### src/design/assert_macros.svh
// Assertion helpers shared by the RTL.
`ifndef ASSERT_MACROS_SVH
`define ASSERT_MACROS_SVH

// Concurrent assertion on an explicit clock and active-low reset.
`define ASSERT_CLK(lbl, clk, rst_n, prop, msg) \
  lbl: assert property (@(posedge clk) disable iff (!rst_n) prop) else $error(msg);

// Concurrent assertion on the usual clk_i / rst_ni pair.
`define ASSERT_STD(lbl, prop, msg) \
  `ASSERT_CLK(lbl, clk_i, rst_ni, prop, msg)

`endif

### src/design/pfs_pkg.sv
package pfs_pkg;

  typedef struct packed {
    logic [15:0] mode_word;
    logic [7:0]  channel_number;
    logic [7:0]  output_switch;
    logic [31:0] frequency_word;
    logic [31:0] amplitude_scaled;
    logic [31:0] phase_scaled;
    logic [31:0] sweep_step;
    logic [31:0] sweep_step_time;
    logic [31:0] sweep_start;
    logic [31:0] sweep_stop;
  } item_t;

  typedef struct packed {
    logic [7:0] frame_byte;
    logic       last_of_frame;
  } result_t;

  localparam int FRAME_LEN = 37;
  localparam int CRC_SPAN  = 34;          // bytes covered by the CRC
  localparam int IDX_W     = $clog2(FRAME_LEN);
  localparam int BODY_W    = CRC_SPAN * 8;

  localparam logic [IDX_W-1:0] IDX_CRC_HI = IDX_W'(CRC_SPAN);
  localparam logic [IDX_W-1:0] IDX_CRC_LO = IDX_W'(CRC_SPAN + 1);
  localparam logic [IDX_W-1:0] IDX_LAST   = IDX_W'(FRAME_LEN - 1);

  localparam logic [7:0]  HDR0      = 8'hAA;
  localparam logic [7:0]  HDR1      = 8'hA5;
  localparam logic [7:0]  TAIL      = 8'h55;
  localparam logic [15:0] CRC_INIT  = 16'hFFFF;
  localparam logic [15:0] CRC_POLY  = 16'hA001;

  // One byte of CRC-16/MODBUS, LSB first.
  function automatic logic [15:0] crc_update(input logic [15:0] crc,
                                             input logic [7:0]  data);
    logic [15:0] acc;
    acc = crc ^ {8'h00, data};
    for (int b = 0; b < 8; b++) begin
      if (acc[0]) begin
        acc = (acc >> 1) ^ CRC_POLY;
      end else begin
        acc = acc >> 1;
      end
    end
    return acc;
  endfunction

  // Byte idx of the CRC-covered part of the frame (idx below CRC_SPAN).
  function automatic logic [7:0] body_byte(input item_t it,
                                           input logic [IDX_W-1:0] idx);
    logic [BODY_W-1:0] body;
    logic [IDX_W-1:0]  rev;
    body = {HDR0, HDR1, it.mode_word, it.channel_number, it.output_switch,
            it.frequency_word, it.amplitude_scaled, it.phase_scaled,
            it.sweep_step, it.sweep_step_time, it.sweep_start, it.sweep_stop};
    rev  = IDX_W'(CRC_SPAN - 1) - idx;
    return body[{3'b000, rev} * 9'd8 +: 8];
  endfunction

endpackage

### src/design/pfs_in_if.sv
interface pfs_in_if;
  logic          valid;
  logic          ready;
  pfs_pkg::item_t data;

  modport source (output valid, output data, input ready);
  modport sink   (input valid, input data, output ready);
endinterface

### src/design/pfs_out_if.sv
interface pfs_out_if;
  logic             valid;
  logic             ready;
  pfs_pkg::result_t data;

  modport source (output valid, output data, input ready);
  modport sink   (input valid, input data, output ready);
endinterface

### src/design/param_frame_serializer_crc16_core.sv
// Frame serializer: each request on in_i carries one generator parameter set and
// produces a 37-byte frame on out_o, one byte per result, in transmit order:
// AA A5, mode (big-endian), channel, output switch, seven 32-bit big-endian
// words (frequency, amplitude, phase, sweep step, step time, start, stop), the
// CRC-16/MODBUS of bytes 0..33 high byte first, and the tail byte 55 flagged by
// last_of_frame. Rate: one frame byte per cycle while the receiver keeps out_o
// drained; the byte counter of the active frame walks each frame's bytes.
// A second request is held in a one-deep holding register while the current
// frame streams, so frames follow each other with no idle cycle. From an idle
// block an accepted request is registered as the active frame, and its first
// byte is then registered into the output register that drives out_o.
// The CRC is accumulated one byte per cycle as the body goes out, and holds while out_o stalls.
`include "assert_macros.svh"

module param_frame_serializer_crc16_core (
  input  logic              clk_i,
  input  logic              rst_ni,
  pfs_in_if.sink            in_i,
  pfs_out_if.source         out_o
);

  // Active frame, being streamed
  logic                         act_valid_q, act_valid_d;
  pfs_pkg::item_t               act_q, act_d;
  logic [pfs_pkg::IDX_W-1:0]    idx_q, idx_d;
  logic [15:0]                  crc_q, crc_d;

  // Holding register for the next request
  logic                         pend_valid_q, pend_valid_d;
  pfs_pkg::item_t               pend_q, pend_d;

  // Output register
  logic                         out_valid_q, out_valid_d;
  pfs_pkg::result_t             out_q, out_d;

  logic                         in_fire;
  logic                         step;
  logic                         act_done;
  logic                         act_free;
  logic [7:0]                   cur_byte;
  logic [7:0]                   body_b;
  logic [15:0]                  crc_base;

  assign in_i.ready  = !pend_valid_q;
  assign in_fire     = in_i.valid && !pend_valid_q;

  assign out_o.valid = out_valid_q;
  assign out_o.data  = out_q;

  // Advance one byte whenever the output register is free or being drained.
  assign step     = act_valid_q && (!out_valid_q || out_o.ready);
  assign act_done = step && (idx_q == pfs_pkg::IDX_LAST);
  assign act_free = !act_valid_q || act_done;

  assign body_b   = pfs_pkg::body_byte(act_q, idx_q);
  assign crc_base = (idx_q == '0) ? pfs_pkg::CRC_INIT : crc_q;

  always_comb begin
    if (idx_q < pfs_pkg::IDX_CRC_HI) begin
      cur_byte = body_b;
    end else if (idx_q == pfs_pkg::IDX_CRC_HI) begin
      cur_byte = crc_q[15:8];
    end else if (idx_q == pfs_pkg::IDX_CRC_LO) begin
      cur_byte = crc_q[7:0];
    end else begin
      cur_byte = pfs_pkg::TAIL;
    end
  end

  always_comb begin
    act_valid_d  = act_valid_q;
    act_d        = act_q;
    idx_d        = idx_q;
    crc_d        = crc_q;
    pend_valid_d = pend_valid_q;
    pend_d       = pend_q;
    out_valid_d  = out_valid_q;
    out_d        = out_q;

    if (step) begin
      out_valid_d         = 1'b1;
      out_d.frame_byte    = cur_byte;
      out_d.last_of_frame = (idx_q == pfs_pkg::IDX_LAST);
      idx_d               = idx_q + 1'b1;
      if (idx_q < pfs_pkg::IDX_CRC_HI) begin
        crc_d = pfs_pkg::crc_update(crc_base, body_b);
      end
    end else if (out_o.ready) begin
      out_valid_d = 1'b0;
    end

    if (act_free) begin
      // Start the next frame: held request first, else the incoming one; with neither, go idle.
      idx_d = '0;
      if (pend_valid_q) begin
        act_valid_d  = 1'b1;
        act_d        = pend_q;
        pend_valid_d = in_fire;
        if (in_fire) begin
          pend_d = in_i.data;
        end
      end else if (in_fire) begin
        act_valid_d = 1'b1;
        act_d       = in_i.data;
      end else begin
        act_valid_d = 1'b0;
      end
    end else if (in_fire) begin
      pend_valid_d = 1'b1;
      pend_d       = in_i.data;
    end
  end

  always_ff @(posedge clk_i or negedge rst_ni) begin
    if (!rst_ni) begin
      act_valid_q  <= 1'b0;
      pend_valid_q <= 1'b0;
      out_valid_q  <= 1'b0;
      idx_q        <= '0;
    end else begin
      act_valid_q  <= act_valid_d;
      pend_valid_q <= pend_valid_d;
      out_valid_q  <= out_valid_d;
      idx_q        <= idx_d;
    end
  end

  always_ff @(posedge clk_i) begin
    act_q  <= act_d;
    pend_q <= pend_d;
    crc_q  <= crc_d;
    out_q  <= out_d;
  end

  `ASSERT_STD(a_last_is_tail, out_valid_q && out_q.last_of_frame |-> out_q.frame_byte == pfs_pkg::TAIL, "last byte is not the tail")
  `ASSERT_STD(a_idx_range, act_valid_q |-> idx_q <= pfs_pkg::IDX_LAST, "byte index out of range")
  `ASSERT_STD(a_pend_needs_act, pend_valid_q |-> act_valid_q, "held request with no active frame")
  `ASSERT_STD(a_first_is_hdr, step && idx_q == '0 |=> out_q.frame_byte == pfs_pkg::HDR0 && !out_q.last_of_frame, "frame does not open with header")

endmodule

### src/flat_wrapper.sv
// flat-port wrapper written by rule: the top's interface ports become plain ports
module param_frame_serializer_crc16_core_flat 
  (clk_i, rst_ni, in_i_valid, in_i_data, in_i_ready, out_o_valid, out_o_data, out_o_ready);
  pfs_in_if in_i_i ();
  pfs_out_if out_o_i ();
  input  logic clk_i;
  input  logic rst_ni;
  input wire logic [$bits(in_i_i.valid)-1:0] in_i_valid;
  input wire logic [$bits(in_i_i.data)-1:0] in_i_data;
  output wire logic [$bits(in_i_i.ready)-1:0] in_i_ready;
  output wire logic [$bits(out_o_i.valid)-1:0] out_o_valid;
  output wire logic [$bits(out_o_i.data)-1:0] out_o_data;
  input wire logic [$bits(out_o_i.ready)-1:0] out_o_ready;
  assign in_i_i.valid = in_i_valid;
  assign in_i_i.data = in_i_data;
  assign in_i_ready = in_i_i.ready;
  assign out_o_valid = out_o_i.valid;
  assign out_o_data = out_o_i.data;
  assign out_o_i.ready = out_o_ready;
  param_frame_serializer_crc16_core u_core (.clk_i(clk_i), .rst_ni(rst_ni), .in_i(in_i_i), .out_o(out_o_i));
endmodule
### config.mk
export PLATFORM = sky130hd
export DESIGN_NAME = param_frame_serializer_crc16_core_flat
export DESIGN_NICKNAME = d
export VERILOG_FILES = /design/src/design/pfs_pkg.sv /design/src/design/pfs_in_if.sv /design/src/design/pfs_out_if.sv /design/src/design/param_frame_serializer_crc16_core.sv /design/src/flat_wrapper.sv
export VERILOG_INCLUDE_DIRS = /design/src /design/src/design
export SDC_FILE = /design/constraint.sdc
export NUM_CORES = 1
export LEC_CHECK = 0
export ABC_AREA = 1
export BUFFER_PORTS_ARGS = -buffer_cell sky130_fd_sc_hd__buf_2
export CORE_ASPECT_RATIO = 1.5
export CORE_MARGIN = 2
export CORE_UTILIZATION = 25
export DETAILED_ROUTE_END_ITERATION = 6
export SETUP_SLACK_MARGIN = 0.2
export SYNTH_ARGS = -nofsm -noshare
export SYNTH_HDL_FRONTEND = slang
export SYNTH_SLANG_ARGS = --single-unit
### constraint.sdc
create_clock -name clk_i -period 16.6 [get_ports clk_i]
set_clock_uncertainty 0.2 [all_clocks]
set_input_delay 3.32 -clock clk_i [delete_from_list [all_inputs] [get_ports clk_i]]
set_output_delay 3.32 -clock clk_i [all_outputs]
set_load 0.05 [all_outputs]
==> out/summary.txt, run 1 <==
status -> finished, final reports clean
HP Start -> u_core.pend_q[242]
Synth warnings -> 0
Hold-fix buffers, CTS -> 0
post-detail-place hpwl -> 44400 um
Synth area leaders -> edfxtp_1 (70%), nand2_1 (15%), nor2_1 (2.6%)
Syn Inst Count -> 2136
Area Growth Syn to Fin -> 17.4%
CP Cell Sequence -> buf_2 -> nor2_1 -> o21ai_1 -> nor2_4 -> buf_4 -> buf_4
critical path type -> in2reg
initial antenna violation count -> 25
Logic pwr share -> 28.8%
HP Class -> reg2reg
maximum VDD drop -> 0.0000841 V
Switching Power -> 1.38 mW
Initial Utilization -> 25.2%
RR Endpoint -> u_core.act_q[220]
reg2reg start -> u_core.idx_q[1]
endpoints failing setup -> 0
sw frac -> 34.5%
CP startpoint kind -> input pin
Std-Cell Core Area -> 91900 um^2
Data required, critical path -> 16610 ps
total power draw -> 4.00 mW
Seq cells post-synth -> 546
TritonRoute pass-1 iters -> 7
first-pass GRT wire length -> 96800 um
Worst Max-Slew Pin Slew -> 1160 ps
gr ovfl total -> 0
DRC -> 0
WP buf/inv -> 3
Netlist cell types -> 35
H-tree levels -> 2
fraction of registers with async set/reset -> 1.65%
Worst Hold Path Cells -> 2
Layout fillers -> 9460
max-slew violation count -> 0
final wirelength -> 66000 um
gpl congestion -> 0.845
RSZ-0062 raised after global routing -> false
layout cell share with drive strength beyond 1 -> 16.6%
sequential power share -> 42.0%
CTS sink count -> 546
maximum clock frequency -> 148 MHz
CP Launch Point -> out_o_ready
Post-synth EDFFs -> 537
cell taking the most area after synthesis -> edfxtp_1
Root Driver -> clkbuf_16
post-synth top area share -> 69.5%
Die ar. -> 95300 um^2
Final Cycle Share -> 40.8%
Crit. End Element -> flop
routed length per instance -> 18.4 um
most numerous cell on the critical path -> buf_4
post-synthesis sequential area ratio -> 70.5%
Longest Clk Path Bufs -> 3
worst-path fanout max -> 78
Post-CTS Setup Bufs -> 0
PD cells -> 147 nW/um^2
width of the die -> 253 um
FF-to-FF setup slack -> 10960 ps
leakage -> 10.7 nW
relative slew slack -> 22.7%
Cell Int Power -> 2.62 mW
critical path arrival -> 6790 ps
final net count -> 2630
Rows -> 136
Hold EP -> u_core.act_q[242]
Final min period -> 6780 ps
Num CTS Buffers -> 51
CP max-delay cell -> buf_4
Avg Cell Area, Syn -> 10.9 um^2
R2R cell count -> 8
syn_nets -> 2403
Starting DRT DRC Count -> 1274
list of most frequent post-synthesis cells -> nand2_1 (937), edfxtp_1 (537), nor2_1 (159)
total track usage -> 13.6%
Die Y -> 377 um
top_reg_cell synth -> edfxtp_1
Post-Route Setup TNS -> 0 ps
Vias -> 15607
final core utilization -> 29.6%
Post-DRT Antenna Nets -> 0
Clock power frac -> 29.3%
Finished Layout Cells -> 3584
CP max stage delay -> 910 ps
Clock Latency Late Sink -> 620 ps
# port buffers -> 270
Mapped Area -> 23200 um^2
Worst-path clk slew -> 60 ps
max-cap violations -> 0
most frequent cell after synthesis -> nand2_1
TritonCTS clock tree -> yes
CTS resizes -> 0
number of global-route vias before repair -> 15114
routed vias/inst -> 4.35
largest net degree at the start of global routing -> 187
critical path's top delay family -> buffers and inverters
io pins -> 271
final hold viol count -> 0
Inst Count DP -> 3483
[cells by family (layout without fill, tap and decap cells)]
kind of cell / count (synthesis) / count (layout) / share of synthesized area [%]
buf+inv: 175 / 442 / 3.62
fa+ha+maj: 7 / 7 / 0.378
simple gates: 1206 / 1206 / 20.5
xor+xnor: 10 / 10 / 0.410
other cells: 0 / 8 / 0
flops: 546 / 546 / 70.5
compound gates: 192 / 192 / 4.61
[metrics by stage]
| step | hold WS (ps) | setup slack, ps | cell area [um^2] |
|---|---|---|---|
| after detailed placement | 302 | 9150 | 25600 |
| after floorplan | 268 | 1140 | 23200 |
| after global routing | 326 | 9570 | 27200 |
| final | 290 | 9820 | 27200 |
| after CTS | 298 | 9770 | 27200 |
| after global placement | 294 | 9110 | 25600 |
[power by group through the flow]
| stage | combinational (mW) | sequential (mW) | clock [mW] |
|---|---|---|---|
| after global routing | 1.30 | 1.68 | 1.25 |
| after global placement | 1.16 | 1.71 | 0 |
| after CTS | 1.17 | 1.68 | 1.20 |
| final | 1.15 | 1.68 | 1.17 |
| after floorplan | 0.787 | 1.72 | 0 |
| after detailed placement | 1.17 | 1.71 | 0 |
[cell usage in the layout, fill, tap and decap left out, types with 5 or more instances in the layout]
master | netlist | final
nand2_1 | 937 | 937
edfxtp_1 | 537 | 537
buf_2 | 22 | 270
nor2_1 | 159 | 157
o21ai_0 | 72 | 72
nand3_1 | 70 | 70
inv_1 | 53 | 53
clkbuf_16 | 0 | 52
o21ai_1 | 43 | 43
o22ai_1 | 27 | 27
a21oi_1 | 23 | 23
o211ai_1 | 19 | 19
nand2_2 | 16 | 16
clkinv_1 | 2 | 16
clkbuf_1 | 59 | 11
buf_4 | 8 | 11
inv_2 | 9 | 9
diode_2 | 0 | 8
nand3_2 | 8 | 8
xor2_1 | 7 | 7
ha_1 | 7 | 7
dfrtp_1 | 9 | 6
nand4_1 | 5 | 5
nor3_1 | 6 | 5
bufinv_16 | 0 | 5
[layout make-up]
class                      instances  area [um^2]  area share (%)
timing repair buffer             283         1470            5.41
clock inverter                    30          284            1.04
inverter                          66          263           0.965
multi-input combinational       1415         6030            22.1
clock buffer                      63         1340            4.93
sequential                       546        16400            60.1
antenna                            8         20.0          0.0735
tap                             1173         1470            5.39
[worst max path at each step]
stage                          to  slack [ps]  depth (start not counted)
6_report       u_core.pend_q[252]        9820                          6
5_1_grt        u_core.pend_q[252]        9570                          6
4_1_cts         u_core.pend_q[80]        9770                          6
3_5_place_dp    u_core.pend_q[80]        9150                          6
3_3_place_gp   u_core.pend_q[239]        9110                          6
2_1_floorplan     u_core.act_q[0]        1140                          4
[tightest hold or removal path, cell delays in order, from the launching register on]
cell and delay, ps:
edfxtp_1 320, nand2_1 50, nand2_1 50
[metal layers]
| layer | vias to the layer above | GRT usage (%) | wire [um] |
|---|---|---|---|
| met5 | - | 0 | 121 |
| met4 | 18 | 4.67 | 2030 |
| met3 | 117 | 2.59 | 3690 |
| met2 | 424 | 23.5 | 32500 |
| met1 | 7396 | 17.0 | 27600 |
| li1 | 7652 | - | - |
[sequential cells by signal, summed over array words and instances (netlist names)]
register and count:
u_core.act_q 256, u_core.out_o.valid 1, u_core.out_o.data 9, u_core.act_valid_q 1
u_core.pend_q 256, u_core.idx_q 6, u_core.pend_valid_q 1, u_core.crc_q 16
No activity file was read; power rests on OpenSTA's default activity.
==> run 2: changes to the inputs <==
==> constraint.sdc (replaced) <==
create_clock -name clk_i -period 6.8 [get_ports clk_i]
set_clock_uncertainty 0.2 [all_clocks]
set_input_delay 1.36 -clock clk_i [delete_from_list [all_inputs] [get_ports clk_i]]
set_output_delay 1.36 -clock clk_i [all_outputs]
set_load 0.05 [all_outputs]
==> run 2 against run 1 <==
  * Non-clock buffer count rose by 3
  * Cell area increased by 0.76%
  * Flip-flop and latch count is the same
  * Global-route usage up 0.61 points
  * Worst hold slack got worse by 6.5 ps
  * Setup slack worse by 7600 ps
  * First-iteration DRC count is 1.9% higher
  * Register-to-register slack got worse by 8800 ps
  * Final cell count is 0.14% higher
  * Critical endpoint is now u_core.crc_q[0]
==> out/summary.txt, run 2 (synthesized netlist as in run 1, its figures left out) <==
met3 Usage GRT -> 2.83% (+0.23 points)
routed length per instance -> 19.2 um (+4.5%)
max-cap violations -> 0 (unchanged)
reg2reg start -> u_core.idx_q[1]
most numerous cell on the critical path -> nand2_1
Area Growth Syn to Fin -> 18.3%
critical path arrival -> 4770 ps (-2020 ps)
RSZ-0062 raised after global routing -> false
initial antenna violation count -> 30 (+20%)
Hold WS -> 283 ps (-6.47 ps)
Num CTS Buffers -> 53 (+3.9%)
critical path's top delay family -> simple AND/OR/NAND/NOR gates
total power draw -> 10.0 mW (+150%)
io pins -> 271 (unchanged)
Longest Clk Path Bufs -> 3 (unchanged)
max-slew violation count -> 0 (unchanged)
post-detail-place hpwl -> 47200 um (+6.3%)
routed vias/inst -> 4.38 (+0.63%)
DRC -> 0 (unchanged)
relative slew slack -> 31.3% (+8.6 points)
Crit. End Element -> flop
first-pass GRT wire length -> 101000 um (+4.1%)
CTS resizes -> 0 (unchanged)
Root Driver -> clkbuf_16
most common cell after layout, fill and taps aside -> nand2_1
Die Y -> 377 um (unchanged)
Data required, critical path -> 6980 ps (-9630 ps)
final hold viol count -> 0 (unchanged)
worst setup margin -> 2210 ps (-7610 ps)
maximum VDD drop -> 0.000179 V (+110%)
Final Cycle Share -> 67.5%
GR Util met1 -> 17.3% (+0.29 points)
Die ar. -> 95300 um^2 (unchanged)
# port buffers -> 270 (unchanged)
Finished Layout Cells -> 3589 (+0.14%)
most frequent cells in the layout -> nand2_1 (937), edfxtp_1 (537), buf_2 (270)
endpoints failing setup -> 0 (unchanged)
CP Cell Sequence -> inv_4 -> ha_1 -> inv_2 -> nor2_4 -> nand2_1 -> nor2_1 -> nor2_1 -> nand2_1 -> nand2_1 -> nand2_2 -> nand2_2 -> nand2_1 -> nand2_1 -> nand2_1 -> nand2_2 -> nand2_2 -> nand2_2 -> nand2_2 -> nand3_2 -> nand2_2 -> nand2_1 -> nand3_1 -> nand2_1
Starting DRT DRC Count -> 1298 (+1.9%)
Layout fillers -> 9491 (+0.33%)
critical path type -> reg2reg
TritonRoute pass-1 iters -> 5 (-2)
Worst-path clk slew -> 70 ps (about the same)
largest registers -> u_core.act_q x256, u_core.pend_q x256, u_core.crc_q x16
gpl congestion -> 0.808 (-4.4%)
Std-Cell Core Area -> 91900 um^2 (unchanged)
Post-CTS Setup Bufs -> 0 (unchanged)
status -> finished, final reports clean
PD cells -> 364 nW/um^2 (+150%)
CP startpoint kind -> flop
CP max-delay cell -> dfrtp_4
Post-DRT Antenna Nets -> 0 (unchanged)
FF-to-FF setup slack -> 2210 ps (-8750 ps)
Vias -> 15728 (+0.78%)
Initial Utilization -> 25.2% (unchanged)
final net count -> 2635 (+0.19%)
Rows -> 136 (unchanged)
maximum clock frequency -> 218 MHz
Clock Latency Late Sink -> 620 ps (about the same)
gr ovfl total -> 0 (unchanged)
layout cell share with drive strength beyond 1 -> 17.3% (+0.74 points)
Inst Count DP -> 3486 (+0.086%)
width of the die -> 253 um (unchanged)
Final min period -> 4590 ps
CP Launch Point -> u_core.idx_q[1]
H-tree levels -> 2 (unchanged)
TritonCTS clock tree -> yes
Post-Route Setup TNS -> 0 ps (unchanged)
GRT busiest layer -> met2
post-place setup slack -> 2180 ps (-6970 ps)
Hold-fix buffers, CTS -> 0 (unchanged)
HP Class -> reg2reg
worst-path fanout max -> 61 (-22%)
GR Util met2 -> 24.7% (+1.2 points)
largest net degree at the start of global routing -> 167 (-11%)
final wirelength -> 69000 um (+4.6%)
WP buf/inv -> 2 (-1)
CTS sink count -> 546 (unchanged)
CP max stage delay -> 880 ps (-30 ps)
total track usage -> 14.2% (+0.61 points)
Worst Max-Slew Pin Slew -> 1030 ps (-130 ps)
number of global-route vias before repair -> 15524 (+2.7%)
leakage -> 10.8 nW (+0.75%)
HP Start -> u_core.pend_q[166]
[run 2: cell count changes in the layout (fill, tap and decap cells not counted), sizes merged]
cell      previous run  this run
buf                283       286
bufinv               5         6
clkinv              22        18
clkinvlp             2         7
diode                8         6
inv                 67        69
[run 2: stage by stage]
stage               util (%)  instance area [um^2]
floorplan                  -                 23200
detailed placement      27.9                 25700
global placement        27.9                 25700
finish                  29.9                 27400
CTS                     29.9                 27400
global route            29.9                 27400
[run 2: where the power goes]
group	internal [mW]	switching [mW]	total [mW]
registers	3.97	0.124	4.10
logic	0.828	2.03	2.85
clock network	1.71	1.34	3.05
[run 2: final cells by class]
type | instances | area (um^2) | share of cell area (%)
sequential | 546 | 16400 | 59.6
multi-input combinational | 1415 | 6030 | 22.0
timing repair buffer | 286 | 1550 | 5.63
tap | 1173 | 1470 | 5.35
clock buffer | 63 | 1400 | 5.08
clock inverter | 34 | 370 | 1.35
inverter | 66 | 263 | 0.957
antenna | 6 | 15.0 | 0.0547
[run 2: path summary, 6_finish.rpt]
| path | endpoint | cells past startpoint |
|---|---|---|
| setup / recovery | u_core.crc_q[0] | 23 |
| hold / removal | u_core.act_q[166] | 2 |
| hold reg to reg | u_core.act_q[166] | 2 |
| max in group asynchronous | u_core.idx_q[0] | 1 |
| setup reg to reg | u_core.crc_q[0] | 23 |
| min in group asynchronous | u_core.out_o.valid | 1 |
[run 2: worst register-to-register path, stage by stage (launching register included)]
cell,delay (ps)
dfrtp_4,880
inv_4,270
ha_1,730
inv_2,350
nor2_4,410
nand2_1,90
nor2_1,100
nor2_1,60
nand2_1,60
nand2_1,60
nand2_2,100
nand2_2,80
nand2_1,60
nand2_1,70
nand2_1,110
nand2_2,90
nand2_2,90
nand2_2,70
nand2_2,70
nand3_2,100
nand2_2,110
nand2_1,70
nand3_1,70
nand2_1,50
[run 2: layer usage]
| layer | vias up | routed length [um] |
|---|---|---|
| li1 | 7661 | - |
| met1 | 7483 | 28400 |
| met2 | 435 | 34600 |
| met3 | 129 | 3480 |
| met4 | 20 | 2370 |
| met5 | - | 126 |
==> run 3: changes to the inputs <==
==> constraint.sdc (replaced) <==
create_clock -name clk_i -period 4.1 [get_ports clk_i]
set_clock_uncertainty 0.2 [all_clocks]
set_input_delay 0.82 -clock clk_i [delete_from_list [all_inputs] [get_ports clk_i]]
set_output_delay 0.82 -clock clk_i [all_outputs]
set_load 0.05 [all_outputs]
==> run 3 against run 2 <==
  * Core utilization grew 0.37 points
  * Non-clock buffer count grew 20
  * Register-to-register slack lost 1600 ps
  * Critical path depth shrank 2
  * Final cell count grew 0.72%
  * Worst hold slack lost 100 ps
  * Setup slack lost 1600 ps
  * First-iteration DRC count shrank 8.9%
  * Combinational power grew 73%
  * Via count grew 0.13%
  * Power grew 69%
  * Critical endpoint unchanged
  * Highest routed layer unchanged
==> out/summary.txt, run 3 (synthesized netlist as in run 1, its figures left out) <==
Die Y -> 377 um (unchanged)
# port buffers -> 270 (unchanged)
total track usage -> 13.6% (-0.60 points)
Reg area -> 16400 um^2 (unchanged)
total power draw -> 16.9 mW (+69%)
final net count -> 2658 (+0.87%)
max-slew violation count -> 0 (unchanged)
CP startpoint kind -> flop
TritonCTS clock tree -> yes
Die ar. -> 95300 um^2 (unchanged)
Crit. End Element -> flop
endpoints failing setup -> 0 (unchanged)
post-detail-place hpwl -> 45500 um (-3.5%)
CTS resizes -> 0 (unchanged)
RSZ-0062 raised after global routing -> false
GR Util met1 -> 15.8% (-1.5 points)
RR Endpoint -> u_core.crc_q[0]
footprint of the multi-input gates -> 6050 um^2 (+0.39%)
PD cells -> 609 nW/um^2 (+67%)
gpl congestion -> 0.873 (+8.0%)
first-pass GRT wire length -> 96400 um (-4.3%)
max-cap violations -> 0 (unchanged)
Clock Latency Late Sink -> 630 ps (about the same)
maximum VDD drop -> 0.000350 V (+96%)
maximum clock frequency -> 288 MHz (+32%)
Worst Max-Slew Pin Slew -> 972 ps (-58.3 ps)
GRT busiest layer -> met2
relative slew slack -> 34.9% (+3.6 points)
leakage -> 10.9 nW (+1.8%)
CTS sink count -> 546 (unchanged)
gr ovfl total -> 0 (unchanged)
Root Driver -> clkbuf_16
Rows -> 136 (unchanged)
width of the die -> 253 um (unchanged)
Hold EP -> u_core.pend_q[72]
Layout fillers -> 9455 (-0.38%)
H-tree levels -> 2 (unchanged)
layout cell share with drive strength beyond 1 -> 18.1% (+0.79 points)
critical path's top delay family -> simple AND/OR/NAND/NOR gates
FF-to-FF setup slack -> 630 ps (-1580 ps)
most frequent cells in the layout -> nand2_1 (937), edfxtp_1 (537), buf_2 (270)
Vias -> 15749 (+0.13%)
final core utilization -> 30.2% (+0.37 points)
Longest Clk Path Bufs -> 3 (unchanged)
CP max-delay cell -> dfrtp_4
most common cell after layout, fill and taps aside -> nand2_1
Num CTS Buffers -> 56 (+5.7%)
critical path type -> reg2reg
R2R cell count -> 21 (-8.7%)
initial antenna violation count -> 12 (-60%)
routed length per instance -> 18.3 um (-4.6%)
WP buf/inv -> 3 (+1)
status -> finished, final reports clean
routed vias/inst -> 4.36 (-0.59%)
post-route cell area -> 27800 um^2 (+1.2%)
HP Start -> in_i_data[72]
met3 Usage GRT -> 2.36% (-0.47 points)
Data required, critical path -> 4280 ps (-2700 ps)
io pins -> 271 (unchanged)
TritonRoute pass-1 iters -> 6 (+1)
largest net degree at the start of global routing -> 137 (-18%)
Starting DRT DRC Count -> 1183 (-8.9%)
CP Cell Sequence -> inv_4 -> ha_1 -> buf_4 -> nor2_4 -> nand2_1 -> a21oi_1 -> nor2_1 -> nand2_1 -> nand3_1 -> nand2_1 -> nand2_1 -> nand2_2 -> inv_2 -> nand3_2 -> nand2_2 -> nand2_2 -> nand3_2 -> nand2_2 -> nand2_2 -> nand3_1 -> nand2_1
Worst-path clk slew -> 60 ps (about the same)
DRC -> 0 (unchanged)
Post-DRT Antenna Nets -> 0 (unchanged)
number of global-route vias before repair -> 15521 (-0.019%)
Worst Hold Path Cells -> 1 (-1)
Cell Area, Placed -> 25900 um^2 (+0.89%)
Final Cycle Share -> 84.7% (+17 points)
worst-path fanout max -> 18 (-70%)
Final min period -> 3470 ps (-1120 ps)
Std-Cell Core Area -> 91900 um^2 (unchanged)
Initial Utilization -> 25.2% (unchanged)
reg2reg start -> u_core.idx_q[1]
Post-Route Setup TNS -> 0 ps (unchanged)
CP max stage delay -> 500 ps (-380 ps)
GR Util met2 -> 23.6% (-1.1 points)
final hold viol count -> 0 (unchanged)
final wirelength -> 66300 um (-3.9%)
largest registers -> u_core.act_q x256, u_core.pend_q x256, u_core.crc_q x16
Area Growth Syn to Fin -> 19.8%
critical path arrival -> 3650 ps (-1120 ps)
HP Class -> in2reg
[run 3: changes by cell type in the layout (fill, tap and decap cells not counted), sizes merged]
cell and delta:
bufinv +2, clkinvlp -3, clkinv +5, buf +19
inv +1, diode -2, clkbuf +3, dlygate4sd3 +1
[run 3: timing repair]
action,in CTS,in global routing
endpoints found under the hold margin,9,0
buffers inserted,0,0
hold buffers,1,0
[run 3: metrics by stage]
step                      cells  hold slack [ps]  setup WS [ps]
after floorplan            2136              291          -1910
after global placement     3505              299            634
after detailed placement   3505              301            642
after CTS                  3611              133            619
after global routing       3614              155            316
final                      3615              181            626
[run 3: worst reg2reg max path, delay by kind of cell (launching register included)]
family,cells,cell delay (ps)
AOI/OAI and AO/OA,1,280
adders and majority gates,1,250
buffers and inverters,3,370
DFF,1,500
and+or+nand+nor,16,1640
[run 3: layer usage]
| layer | part of all wire, % | wire length [um] |
|---|---|---|
| met3 | 4.9 | 3220 |
| met5 | 0.065 | 43 |
| met2 | 50 | 33100 |
| met4 | 5.6 | 3750 |
| met1 | 40 | 26200 |
[run 3: final cells by class]
type / instances / area share (%)
diodes: 4 / 0.0360
clock buffers: 66 / 5.18
clock inverters: 39 / 1.57
inverters: 66 / 0.946
multi-input cells: 1415 / 21.8
flip-flops and latches: 546 / 58.9
well taps: 1173 / 5.28
repair buffers: 306 / 6.34
[run 3: how the worst max path moves through the flow]
stage                     depth (start not counted)  slack (ps)         endpoint             from
after floorplan                                  10       -1910  u_core.act_q[0]  u_core.idx_q[0]
after global placement                           18         630  u_core.crc_q[0]  u_core.idx_q[0]
after detailed placement                         18         640  u_core.crc_q[0]  u_core.idx_q[0]
after CTS                                        18         620  u_core.crc_q[0]  u_core.idx_q[0]
after global routing                             21         320  u_core.crc_q[0]  u_core.idx_q[1]
final                                            21         630  u_core.crc_q[0]  u_core.idx_q[1]
[run 3: power by group]
part	leakage, nW	internal (mW)	total (mW)	switching, mW
Combinational	5.09	1.47	4.92	3.46
Sequential	4.94	6.59	6.74	0.144
Clock	0.907	3.03	5.27	2.24
